## config.mk

```make
export PLATFORM = sky130hd
export DESIGN_NAME = ltbi_engine
export DESIGN_NICKNAME = d
export VERILOG_FILES = /design/src/rtl/ltbi_pkg.sv /design/src/rtl/ltbi_engine.sv
export SDC_FILE = /design/constraint.sdc
export NUM_CORES = 1
export LEC_CHECK = 0
export ABC_AREA = 1
export BUFFER_PORTS_ARGS = -buffer_cell sky130_fd_sc_hd__buf_2
export CAP_MARGIN = 25
export CELL_PAD_IN_SITES_DETAIL_PLACEMENT = 2
export CELL_PAD_IN_SITES_GLOBAL_PLACEMENT = 2
export CORE_MARGIN = 1
export CORE_UTILIZATION = 36
export CTS_CLUSTER_DIAMETER = 60
export DETAILED_ROUTE_END_ITERATION = 12
export GPL_TIMING_DRIVEN = 0
export PLACE_DENSITY_LB_ADDON = 0.1
export SETUP_SLACK_MARGIN = 0.2
export SYNTH_ARGS = -nofsm -noshare
export SYNTH_HDL_FRONTEND = slang
export SYNTH_SLANG_ARGS = --single-unit
```

## constraint.sdc

```tcl
create_clock -name clock -period 12.2 [get_ports clock]
set_input_delay 1.22 -clock clock [delete_from_list [all_inputs] [get_ports clock]]
set_output_delay 1.22 -clock clock [all_outputs]
set_load 0.005 [all_outputs]
```

## src/rtl/ltbi_pkg.sv

```systemverilog
`timescale 1ns / 1ps
// Shared constants and types for the two-level basis index block.
// No dependencies; imported by every module of the block.
package ltbi_pkg;

   // Field widths of the stream payloads and configuration registers
   localparam int PATTERN_W   = 16;
   localparam int VALUE_W     = 14;
   localparam int STATUS_W    = 2;
   localparam int RANK_W      = 8;
   localparam int CFG_W       = 5;
   localparam int CSR_INDEX_W = 1;
   localparam int RSP_DATA_W  = 16;

   // Default sizing handed to the top-level parameters
   localparam int DEF_MAX_SITES        = 16;
   localparam int DEF_HALF_TABLE_DEPTH = 256;

   // Command codes carried in the request tuser
   localparam logic CMD_BUILD  = 1'b0;
   localparam logic CMD_LOOKUP = 1'b1;

   // Result status codes carried in the response tuser
   localparam logic [STATUS_W-1:0] STATUS_OK        = 2'd0;
   localparam logic [STATUS_W-1:0] STATUS_MISMATCH  = 2'd1;
   localparam logic [STATUS_W-1:0] STATUS_NOT_BUILT = 2'd2;

   // Configuration register indexes
   localparam logic [CSR_INDEX_W-1:0] CSR_SITE_COUNT = 1'b0;
   localparam logic [CSR_INDEX_W-1:0] CSR_ONES_COUNT = 1'b1;

   // Register values after reset
   localparam logic [CFG_W-1:0] SITE_COUNT_RESET = 5'd16;
   localparam logic [CFG_W-1:0] ONES_COUNT_RESET = 5'd8;

   // Marker for a right-half entry that belongs to no basis pattern
   localparam logic [RANK_W-1:0] RANK_UNUSED = '1;

   // Table port strobes from the sequencer
   typedef struct packed {
      logic left_wr;
      logic left_rd;
      logic right_wr;
      logic right_rd;
   } tbl_ctrl_type;

endpackage

```

## src/rtl/ltbi_engine.sv

```systemverilog
`timescale 1ns / 1ps
// Sequencer and shared adder: walks the tables on a build, reads and sums them
// on a lookup. Depends on ltbi_pkg; drives the ports of ltbi_tables.
module ltbi_engine #(
   parameter int MAX_SITES        = ltbi_pkg::DEF_MAX_SITES,
   parameter int HALF_TABLE_DEPTH = ltbi_pkg::DEF_HALF_TABLE_DEPTH
) (
   input  logic                                  clock,
   input  logic                                  reset,
   // request side
   input  logic                                  req_valid,
   output logic                                  req_ready,
   input  logic                                  req_cmd,
   input  logic [ltbi_pkg::PATTERN_W-1:0]        req_pattern,
   // configuration
   input  logic [ltbi_pkg::CFG_W-1:0]            site_count,
   input  logic [ltbi_pkg::CFG_W-1:0]            ones_count,
   // result side
   output logic                                  res_valid,
   input  logic                                  res_ready,
   output logic [ltbi_pkg::VALUE_W-1:0]          res_value,
   output logic [ltbi_pkg::STATUS_W-1:0]         res_status,
   // table ports
   output ltbi_pkg::tbl_ctrl_type                tbl_ctrl,
   output logic [$clog2(HALF_TABLE_DEPTH)-1:0]   left_addr,
   output logic [ltbi_pkg::VALUE_W-1:0]          left_wdata,
   input  logic [ltbi_pkg::VALUE_W-1:0]          left_rdata,
   output logic [$clog2(HALF_TABLE_DEPTH)-1:0]   right_addr,
   output logic [ltbi_pkg::RANK_W-1:0]           right_wdata,
   input  logic [ltbi_pkg::RANK_W-1:0]           right_rdata
);
   import ltbi_pkg::*;

   localparam int AW    = $clog2(HALF_TABLE_DEPTH);
   localparam int RMAX  = (MAX_SITES + 1) / 2;
   localparam int LMAX  = MAX_SITES / 2;
   localparam int LW    = LMAX;
   localparam int SW    = $clog2(MAX_SITES + 1);
   localparam int RIW   = $clog2(RMAX + 1);
   localparam int LIW   = $clog2(LMAX + 1);
   // reciprocal for the table-depth reduction of a pattern half
   localparam int SHIFT = PATTERN_W + AW;
   localparam logic [17:0] RECIP = 18'(((64'd1 << SHIFT) + 64'(HALF_TABLE_DEPTH) - 64'd1)
                                       / 64'(HALF_TABLE_DEPTH));
   localparam logic [16:0]   DEPTH_C   = 17'(HALF_TABLE_DEPTH);
   localparam logic [AW-1:0] LAST_ADDR = AW'(HALF_TABLE_DEPTH - 1);
   localparam logic [5:0]    MAX_C     = 6'(MAX_SITES);

   // sequencer states
   localparam logic [2:0] S_IDLE     = 3'd0;
   localparam logic [2:0] S_LK_RED   = 3'd1;
   localparam logic [2:0] S_LK_SUM   = 3'd2;
   localparam logic [2:0] S_BL_LEFT  = 3'd3;
   localparam logic [2:0] S_BL_READ  = 3'd4;
   localparam logic [2:0] S_BL_TOTAL = 3'd5;
   localparam logic [2:0] S_BL_RIGHT = 3'd6;
   localparam logic [2:0] S_BL_DONE  = 3'd7;

   // binomial(n, k) by Pascal's rule, wrapped to the value width
   function automatic int binom_const(input int n, input int k);
      int row [0:32];
      for (int i = 0; i <= 32; i++) row[i] = 0;
      row[0] = 1;
      for (int i = 1; i <= n; i++) begin
         for (int j = i; j >= 1; j--) row[j] = (row[j] + row[j-1]) & 16'h3FFF;
      end
      return row[k];
   endfunction

   function automatic logic [4:0] pop16(input logic [15:0] v);
      logic [4:0] c;
      c = '0;
      for (int i = 0; i < 16; i++) c = c + 5'(v[i]);
      return c;
   endfunction

   logic [2:0]           state_ff, state_in;
   logic                 built_ff, built_in;
   logic [RANK_W-1:0]    cnt_ff [RMAX+1];
   logic [RANK_W-1:0]    cnt_in [RMAX+1];
   logic [LW-1:0]        l_ff, l_in;
   logic [AW-1:0]        addr_ff, addr_in;
   logic                 wrapped_ff, wrapped_in;
   logic [VALUE_W-1:0]   acc_ff, acc_in;
   logic [SW-1:0]        bld_sites_ff, bld_sites_in;
   logic [RIW-1:0]       bld_r_ff, bld_r_in;
   logic [LIW-1:0]       bld_l_ff, bld_l_in;
   logic [CFG_W-1:0]     bld_k_ff, bld_k_in;
   logic [PATTERN_W-1:0] rhalf_ff, rhalf_in, lhalf_ff, lhalf_in;
   logic [PATTERN_W-1:0] qr_ff, qr_in, ql_ff, ql_in;
   logic [STATUS_W-1:0]  status_ff, status_in;

   logic [VALUE_W-1:0]   binom_tab [RMAX+1][RMAX+1];
   logic [VALUE_W-1:0]   add_a, add_b, add_sum;
   logic [4:0]           p_sel, j_sel;
   logic                 term_ok;
   logic [VALUE_W-1:0]   term;
   logic [LW-1:0]        lmask;
   logic [AW-1:0]        rmask_aw;
   logic [PATTERN_W-1:0] site_mask, rmask16, masked;
   logic [33:0]          prod_r, prod_l;
   logic [32:0]          back_r, back_l;
   logic [PATTERN_W-1:0] rem_r, rem_l;
   logic [AW-1:0]        raddr_calc, laddr_calc;
   logic [4:0]           rp;
   logic                 r_valid;
   logic [RIW-1:0]       cnt_idx;
   logic [5:0]           n6, r6;

   // constant binomial table, rows by right-half width
   for (genvar gn = 0; gn <= RMAX; gn++) begin : g_brow
      for (genvar gk = 0; gk <= RMAX; gk++) begin : g_bcol
         assign binom_tab[gn][gk] = VALUE_W'(binom_const(gn, gk));
      end
   end

   // bit masks from the latched site split
   always_comb begin
      for (int i = 0; i < PATTERN_W; i++) begin
         site_mask[i] = 6'(i) < 6'(bld_sites_ff);
         rmask16[i]   = 6'(i) < 6'(bld_r_ff);
      end
      for (int i = 0; i < LW; i++) lmask[i] = 6'(i) < 6'(bld_l_ff);
      for (int i = 0; i < AW; i++) rmask_aw[i] = 6'(i) < 6'(bld_r_ff);
   end

   // clamp the site count and split it for a new build
   always_comb begin
      n6 = 6'(site_count);
      if (n6 == 6'd0) begin
         n6 = 6'd1;
      end else if (n6 > MAX_C) begin
         n6 = MAX_C;
      end
      r6 = (n6 + 6'd1) >> 1;
   end

   // split and reduce the pattern halves of a lookup request
   assign masked = req_pattern & site_mask;
   assign prod_r = 34'(masked & rmask16) * 34'(RECIP);
   assign prod_l = 34'(masked >> bld_r_ff) * 34'(RECIP);
   assign back_r = 33'(qr_ff) * 33'(DEPTH_C);
   assign back_l = 33'(ql_ff) * 33'(DEPTH_C);
   assign rem_r  = rhalf_ff - 16'(back_r);
   assign rem_l  = lhalf_ff - 16'(back_l);
   assign raddr_calc = AW'(rem_r);
   assign laddr_calc = AW'(rem_l);

   // binomial term for the current popcount
   always_comb begin
      p_sel   = (state_ff == S_BL_TOTAL) ? 5'(bld_l_ff) : pop16(16'(l_ff));
      j_sel   = bld_k_ff - p_sel;
      term_ok = (p_sel <= bld_k_ff) && (j_sel <= 5'(bld_r_ff));
      term    = term_ok ? binom_tab[bld_r_ff][RIW'(j_sel)] : '0;
   end

   // right-half rank for the sweep
   assign rp      = pop16(16'(addr_ff));
   assign r_valid = ((addr_ff & ~rmask_aw) == '0) && (rp <= bld_k_ff)
                    && ((bld_k_ff - rp) <= 5'(bld_l_ff));
   assign cnt_idx = RIW'(rp);

   // the shared adder
   assign add_sum = add_a + add_b;

   // sequencer
   always_comb begin
      state_in     = state_ff;
      built_in     = built_ff;
      cnt_in       = cnt_ff;
      l_in         = l_ff;
      addr_in      = addr_ff;
      wrapped_in   = wrapped_ff;
      acc_in       = acc_ff;
      bld_sites_in = bld_sites_ff;
      bld_r_in     = bld_r_ff;
      bld_l_in     = bld_l_ff;
      bld_k_in     = bld_k_ff;
      rhalf_in     = rhalf_ff;
      lhalf_in     = lhalf_ff;
      qr_in        = qr_ff;
      ql_in        = ql_ff;
      status_in    = status_ff;
      tbl_ctrl     = '0;
      left_addr    = addr_ff;
      right_addr   = addr_ff;
      left_wdata   = acc_ff;
      right_wdata  = r_valid ? cnt_ff[cnt_idx] : RANK_UNUSED;
      add_a        = acc_ff;
      add_b        = term;
      req_ready    = 1'b0;
      res_valid    = 1'b0;
      res_value    = acc_ff;
      res_status   = STATUS_OK;
      unique case (state_ff)
         S_IDLE: begin
            req_ready = 1'b1;
            if (req_valid) begin
               if (req_cmd == CMD_BUILD) begin
                  bld_sites_in = SW'(n6);
                  bld_r_in     = RIW'(r6);
                  bld_l_in     = LIW'(n6 - r6);
                  bld_k_in     = ones_count;
                  built_in     = 1'b1;
                  for (int i = 0; i <= RMAX; i++) cnt_in[i] = '0;
                  l_in       = '0;
                  addr_in    = '0;
                  wrapped_in = 1'b0;
                  acc_in     = '0;
                  state_in   = S_BL_LEFT;
               end else begin
                  rhalf_in = masked & rmask16;
                  lhalf_in = masked >> bld_r_ff;
                  qr_in    = 16'(prod_r >> SHIFT);
                  ql_in    = 16'(prod_l >> SHIFT);
                  if (!built_ff) begin
                     status_in = STATUS_NOT_BUILT;
                  end else if (pop16(masked) != bld_k_ff) begin
                     status_in = STATUS_MISMATCH;
                  end else begin
                     status_in = STATUS_OK;
                  end
                  state_in = S_LK_RED;
               end
            end
         end
         S_LK_RED: begin
            left_addr         = laddr_calc;
            right_addr        = raddr_calc;
            tbl_ctrl.left_rd  = 1'b1;
            tbl_ctrl.right_rd = 1'b1;
            state_in          = S_LK_SUM;
         end
         S_LK_SUM: begin
            add_a      = left_rdata;
            add_b      = VALUE_W'(right_rdata);
            res_valid  = 1'b1;
            res_value  = (status_ff == STATUS_OK) ? add_sum : '0;
            res_status = status_ff;
            if (res_ready) begin
               state_in = S_IDLE;
            end
         end
         S_BL_LEFT: begin
            // store the prefix sum, then advance it by the binomial term
            tbl_ctrl.left_wr = !wrapped_ff;
            acc_in           = add_sum;
            if (l_ff == lmask) begin
               state_in = S_BL_READ;
            end else begin
               l_in = l_ff + LW'(1);
               if (addr_ff == LAST_ADDR) begin
                  addr_in    = '0;
                  wrapped_in = 1'b1;
               end else begin
                  addr_in = addr_ff + AW'(1);
               end
            end
         end
         S_BL_READ: begin
            tbl_ctrl.left_rd = 1'b1;
            state_in         = S_BL_TOTAL;
         end
         S_BL_TOTAL: begin
            add_a    = left_rdata;
            acc_in   = add_sum;
            addr_in  = '0;
            state_in = S_BL_RIGHT;
         end
         S_BL_RIGHT: begin
            tbl_ctrl.right_wr = 1'b1;
            if (r_valid) begin
               cnt_in[cnt_idx] = cnt_ff[cnt_idx] + RANK_W'(1);
            end
            if (addr_ff == LAST_ADDR) begin
               state_in = S_BL_DONE;
            end else begin
               addr_in = addr_ff + AW'(1);
            end
         end
         S_BL_DONE: begin
            res_valid = 1'b1;
            if (res_ready) begin
               state_in = S_IDLE;
            end
         end
      endcase
   end

   // control registers and the latched split of the last build
   always_ff @(posedge clock) begin
      if (reset) begin
         state_ff     <= S_IDLE;
         built_ff     <= 1'b0;
         for (int i = 0; i <= RMAX; i++) cnt_ff[i] <= '0;
         bld_sites_ff <= '0;
         bld_r_ff     <= '0;
         bld_l_ff     <= '0;
         bld_k_ff     <= '0;
      end else begin
         state_ff     <= state_in;
         built_ff     <= built_in;
         cnt_ff       <= cnt_in;
         bld_sites_ff <= bld_sites_in;
         bld_r_ff     <= bld_r_in;
         bld_l_ff     <= bld_l_in;
         bld_k_ff     <= bld_k_in;
      end
   end

   // working registers
   always_ff @(posedge clock) begin
      l_ff         <= l_in;
      addr_ff      <= addr_in;
      wrapped_ff   <= wrapped_in;
      acc_ff       <= acc_in;
      rhalf_ff     <= rhalf_in;
      lhalf_ff     <= lhalf_in;
      qr_ff        <= qr_in;
      ql_ff        <= ql_in;
      status_ff    <= status_in;
   end

   // a stalled result holds
   assert property (@(posedge clock) disable iff (reset)
      res_valid && !res_ready |=> res_valid && $stable(res_value) && $stable(res_status))
      else $error("result changed while stalled");

   // reduced lookup addresses fall inside the tables
   assert property (@(posedge clock) disable iff (reset)
      state_ff == S_LK_RED |-> ({1'b0, laddr_calc} < (AW+1)'(HALF_TABLE_DEPTH))
                            && ({1'b0, raddr_calc} < (AW+1)'(HALF_TABLE_DEPTH)))
      else $error("lookup address beyond table depth");

   // a build answers only after the full right sweep
   assert property (@(posedge clock) disable iff (reset)
      $rose(state_ff == S_BL_DONE) |-> ($past(state_ff) == S_BL_RIGHT)
                                    && ($past(addr_ff) == LAST_ADDR))
      else $error("build finished before the right sweep");

   // lookups before any build report unbuilt tables
   assert property (@(posedge clock) disable iff (reset)
      state_ff == S_LK_SUM && !built_ff |-> res_status == STATUS_NOT_BUILT
                                          && res_value == '0)
      else $error("lookup on unbuilt tables not flagged");

endmodule
```

==> impl_metrics.tcl <==
set metrics [dict create \
    outcome "completed" \
    cts_setup_buffers 0 \
    criticalPathCategory "flip-flop to output port" \
    via_count 11000 \
    final_cells 2088 \
    die-area_um2 30200 \
    ctsHoldBuffers 0 \
    maxSlewViolCount 0 \
    crit_arrival_ns 8.58 \
    path_common_cell "fa_1" \
    grt_pass1_vias 12200 \
    fin_worst_skew_ns 0.0172 \
    placed_cells 2057 \
    end_kind "output port" \
    max_freq_mhz 102 \
    cap_violations 0 \
    finalSetupViolCount 0 \
    synth.distinct_cells 48 \
    max_slew.worst_pin.slew_ns 0.892 \
    synth_ff_type "dfxtp_1" \
    cp_max_fo 8 \
    wire_per_inst_um 19.8 \
    synth_area_leaders "nand2_1, dfxtp_1, edfxtp_1, inv_1, ha_1" \
    required_ns 10.98 \
    ys_seq_area_share_pct 31.6 \
    coreArea_um2 28900 \
    areaGrowthSynthToFinish_pct 15.3 \
    clk_pin_slew_ns 0.08 \
    max_stage_delay_ns 0.59 \
    cp-start-kind "flip-flop" \
    yosys.area.top_type "nand2_1" \
    syn_nets 1684 \
    grt_overflow_total 0 \
    synth_top_cell_area_share_pct 18.6 \
    drt_iter0_drc 506 \
    grt_max_degree 17 \
    synth_cells 1561 \
    relSlewSlack_pct 40.5 \
    route.antenna.remaining_nets 0 \
    root_buffer "clkbuf_16" \
    syn_area_per_cell_um2 6.80 \
    portBuffers 111 \
    htreeDepth 4 \
    drive_gt1_share_pct 12.0 \
    crit_slowest_cell "xor2_1" \
    hp-class "flip-flop to flip-flop" \
    cts_buffer_depth 2 \
    die_x_um 174 \
    fp-row-count 62 \
    n_fill_cell 3541 \
    grt_antenna_before_repair 0 \
    post_cts_resized 0 \
    cts.sinks 143 \
    clk_latency_ns 0.45 \
    synth_async_sr_flop_share_pct 0 \
    start_util_pct 36.8 \
    die_h_um 174 \
    via_per_inst 5.27 \
    synth.cell_area_um2 10600 \
    hold_violations 0 \
    firstDrtPassIters 4 \
    setup_tns_ns 0 \
    dp_hpwl_um 32500 \
    cts_tree "yes" \
    fin_crit_ns 9.80 \
    fin_nets 1815 \
    finalCritPeriodShare_pct 80.3 \
    grt_setup_unrepaired "false" \
    wirelength_um 41400 \
    synth_seq_cells 143 \
    grt_pass1_wl_um 66200 \
    cp_num_buf_inv 5 \
    diodes 0 \
    synth_edf_count 49 \
    drc_errors 0 \
    num_io_pins 113 \
    cts_made_buffers 17 \
    grt_usage_pct 28.0 \
    ys_warn_count 0 \
    place_congestion 0.855 \
    critPathTopFamily "adder cells" \
]
==> layout by cell type, fill, tap and decap left out, drive strengths merged <==
| master | count |
|---|---|
| a211oi | 5 |
| a21o | 1 |
| a21oi | 119 |
| a221oi | 2 |
| a22oi | 4 |
| a31oi | 6 |
| a32o | 1 |
| buf | 130 |
| bufinv | 1 |
| clkbuf | 50 |
| clkinv | 5 |
| clkinvlp | 2 |
| dfxtp | 94 |
| edfxtp | 49 |
| fa | 22 |
| ha | 48 |
| inv | 209 |
| mux2 | 1 |
| mux2i | 2 |
| nand2 | 529 |
| nand3 | 84 |
| nand3b | 5 |
| nand4 | 14 |
| nor2 | 140 |
| nor3 | 16 |
| nor3b | 2 |
| nor4 | 3 |
| o2111ai | 1 |
| o211ai | 18 |
| o21a | 3 |
| o21ai | 83 |
| o21bai | 3 |
| o22ai | 13 |
| o311ai | 1 |
| o31ai | 2 |
| or2 | 4 |
| xnor2 | 4 |
| xor2 | 28 |
==> Yosys cell counts (3+ instances only) <==
cell and count:
clkbuf_1 31, o22ai_1 13, edfxtp_1 49, nor2_2 5
nor2_4 11, o211ai_4 9, nand2_1 526, a31oi_1 6
inv_2 4, nand2_2 3, inv_1 194, nor3_1 15
a22oi_1 4, xnor2_1 4, buf_4 7, nor4_1 3
o21a_1 3, clkinv_1 5, a211oi_1 5, nand3b_1 5
ha_1 48, xor2_1 28, a21oi_1 119, buf_2 9
o21bai_1 3, o211ai_1 9, nor2_1 124, nand3_1 83
o21ai_0 82, nand4_1 13, fa_1 22, or2_2 4
dfxtp_1 94
==> flip-flops by register name (all words and copies together) (netlist names), 4 cells and up <==
name and count:
bld_r_ff 4, left_wdata 14, rhalf_ff 8, bld_k_ff 5, l_ff 8, bld_l_ff 4, addr_ff 8, lhalf_ff 8
cnt_ff 72, bld_sites_ff 5
==> final cells by class <==
cell class	instances	area, µm²	share of cell area (%)
clock buffer	17	425	3.48
multi-input combinational	1164	6260	51.1
tap	384	480	3.93
timing repair buffer	112	567	4.63
inverter	203	762	6.23
clock inverter	14	144	1.18
buffer	51	246	2.01
sequential	143	3350	27.4
==> cells by family after synthesis <==
logic type / after synthesis / synth area share (%)
multiplexers: 3 / 0.295
adder cells (fa/ha/maj): 70 / 9.81
buffers and inverters: 254 / 9.50
XOR/XNOR: 32 / 2.64
AND/OR/NAND/NOR: 797 / 31.4
flip-flops: 143 / 31.6
AO/OA/AOI/OAI: 262 / 14.8
==> worst paths after layout <==
path                            depth (start not counted)               startpoint                      endpoint  slack [ns]
worst max-delay path                                   28    l_ff[0]$_SDFFCE_PN0P_                 res_value[12]        2.40
worst min-delay path                                    2  cnt_ff[19]$_SDFFE_PP0P_       cnt_ff[19]$_SDFFE_PP0P_        0.46
worst max register to register                         27    l_ff[0]$_SDFFCE_PN0P_  left_wdata[12]$_SDFFCE_PP0P_        4.02
worst min register to register                          2  cnt_ff[19]$_SDFFE_PP0P_       cnt_ff[19]$_SDFFE_PP0P_        0.46
==> through the flow <==
stage | utilization [%] | area (µm²) | setup WS [ns] | hold WS, ns
floorplan | - | 10600 | 4.53 | 0.441
global placement | 40.4 | 11600 | 3.13 | 0.450
detailed placement | 40.4 | 11700 | 2.90 | 0.454
CTS | 42.4 | 12200 | 2.40 | 0.466
global route | 42.4 | 12200 | 1.95 | 0.484
finish | 42.4 | 12200 | 2.40 | 0.464
==> metal layers <==
| metal | global-route usage (%) | routed length (µm) |
|---|---|---|
| met5 | 0 | 0 |
| met4 | 12.8 | 1630 |
| met3 | 2.83 | 880 |
| met2 | 52.5 | 21600 |
| met1 | 31.9 | 17300 |
==> worst reg2reg max path, stage by stage (launching register included) <==
cell      delay, ns
edfxtp_1       0.50
fa_1           0.58
inv_1          0.05
fa_1           0.44
fa_1           0.50
inv_1          0.04
ha_1           0.21
fa_1           0.45
nand2_1        0.08
o21ai_0        0.15
fa_1           0.48
xor2_1         0.59
inv_1          0.33
ha_1           0.40
a21oi_1        0.17
o21ai_0        0.14
a21o_1         0.19
a22oi_1        0.24
nand4_1        0.35
o21ai_0        0.38
inv_1          0.11
fa_1           0.44
o211ai_1       0.36
nand4_1        0.17
nand2_1        0.20
nand3_1        0.12
xnor2_1        0.22
nor2_1         0.06
Power is left out: the tool's default activity adds up to more than one toggle a clock period on the data nets, which glitch-free logic cannot reach.
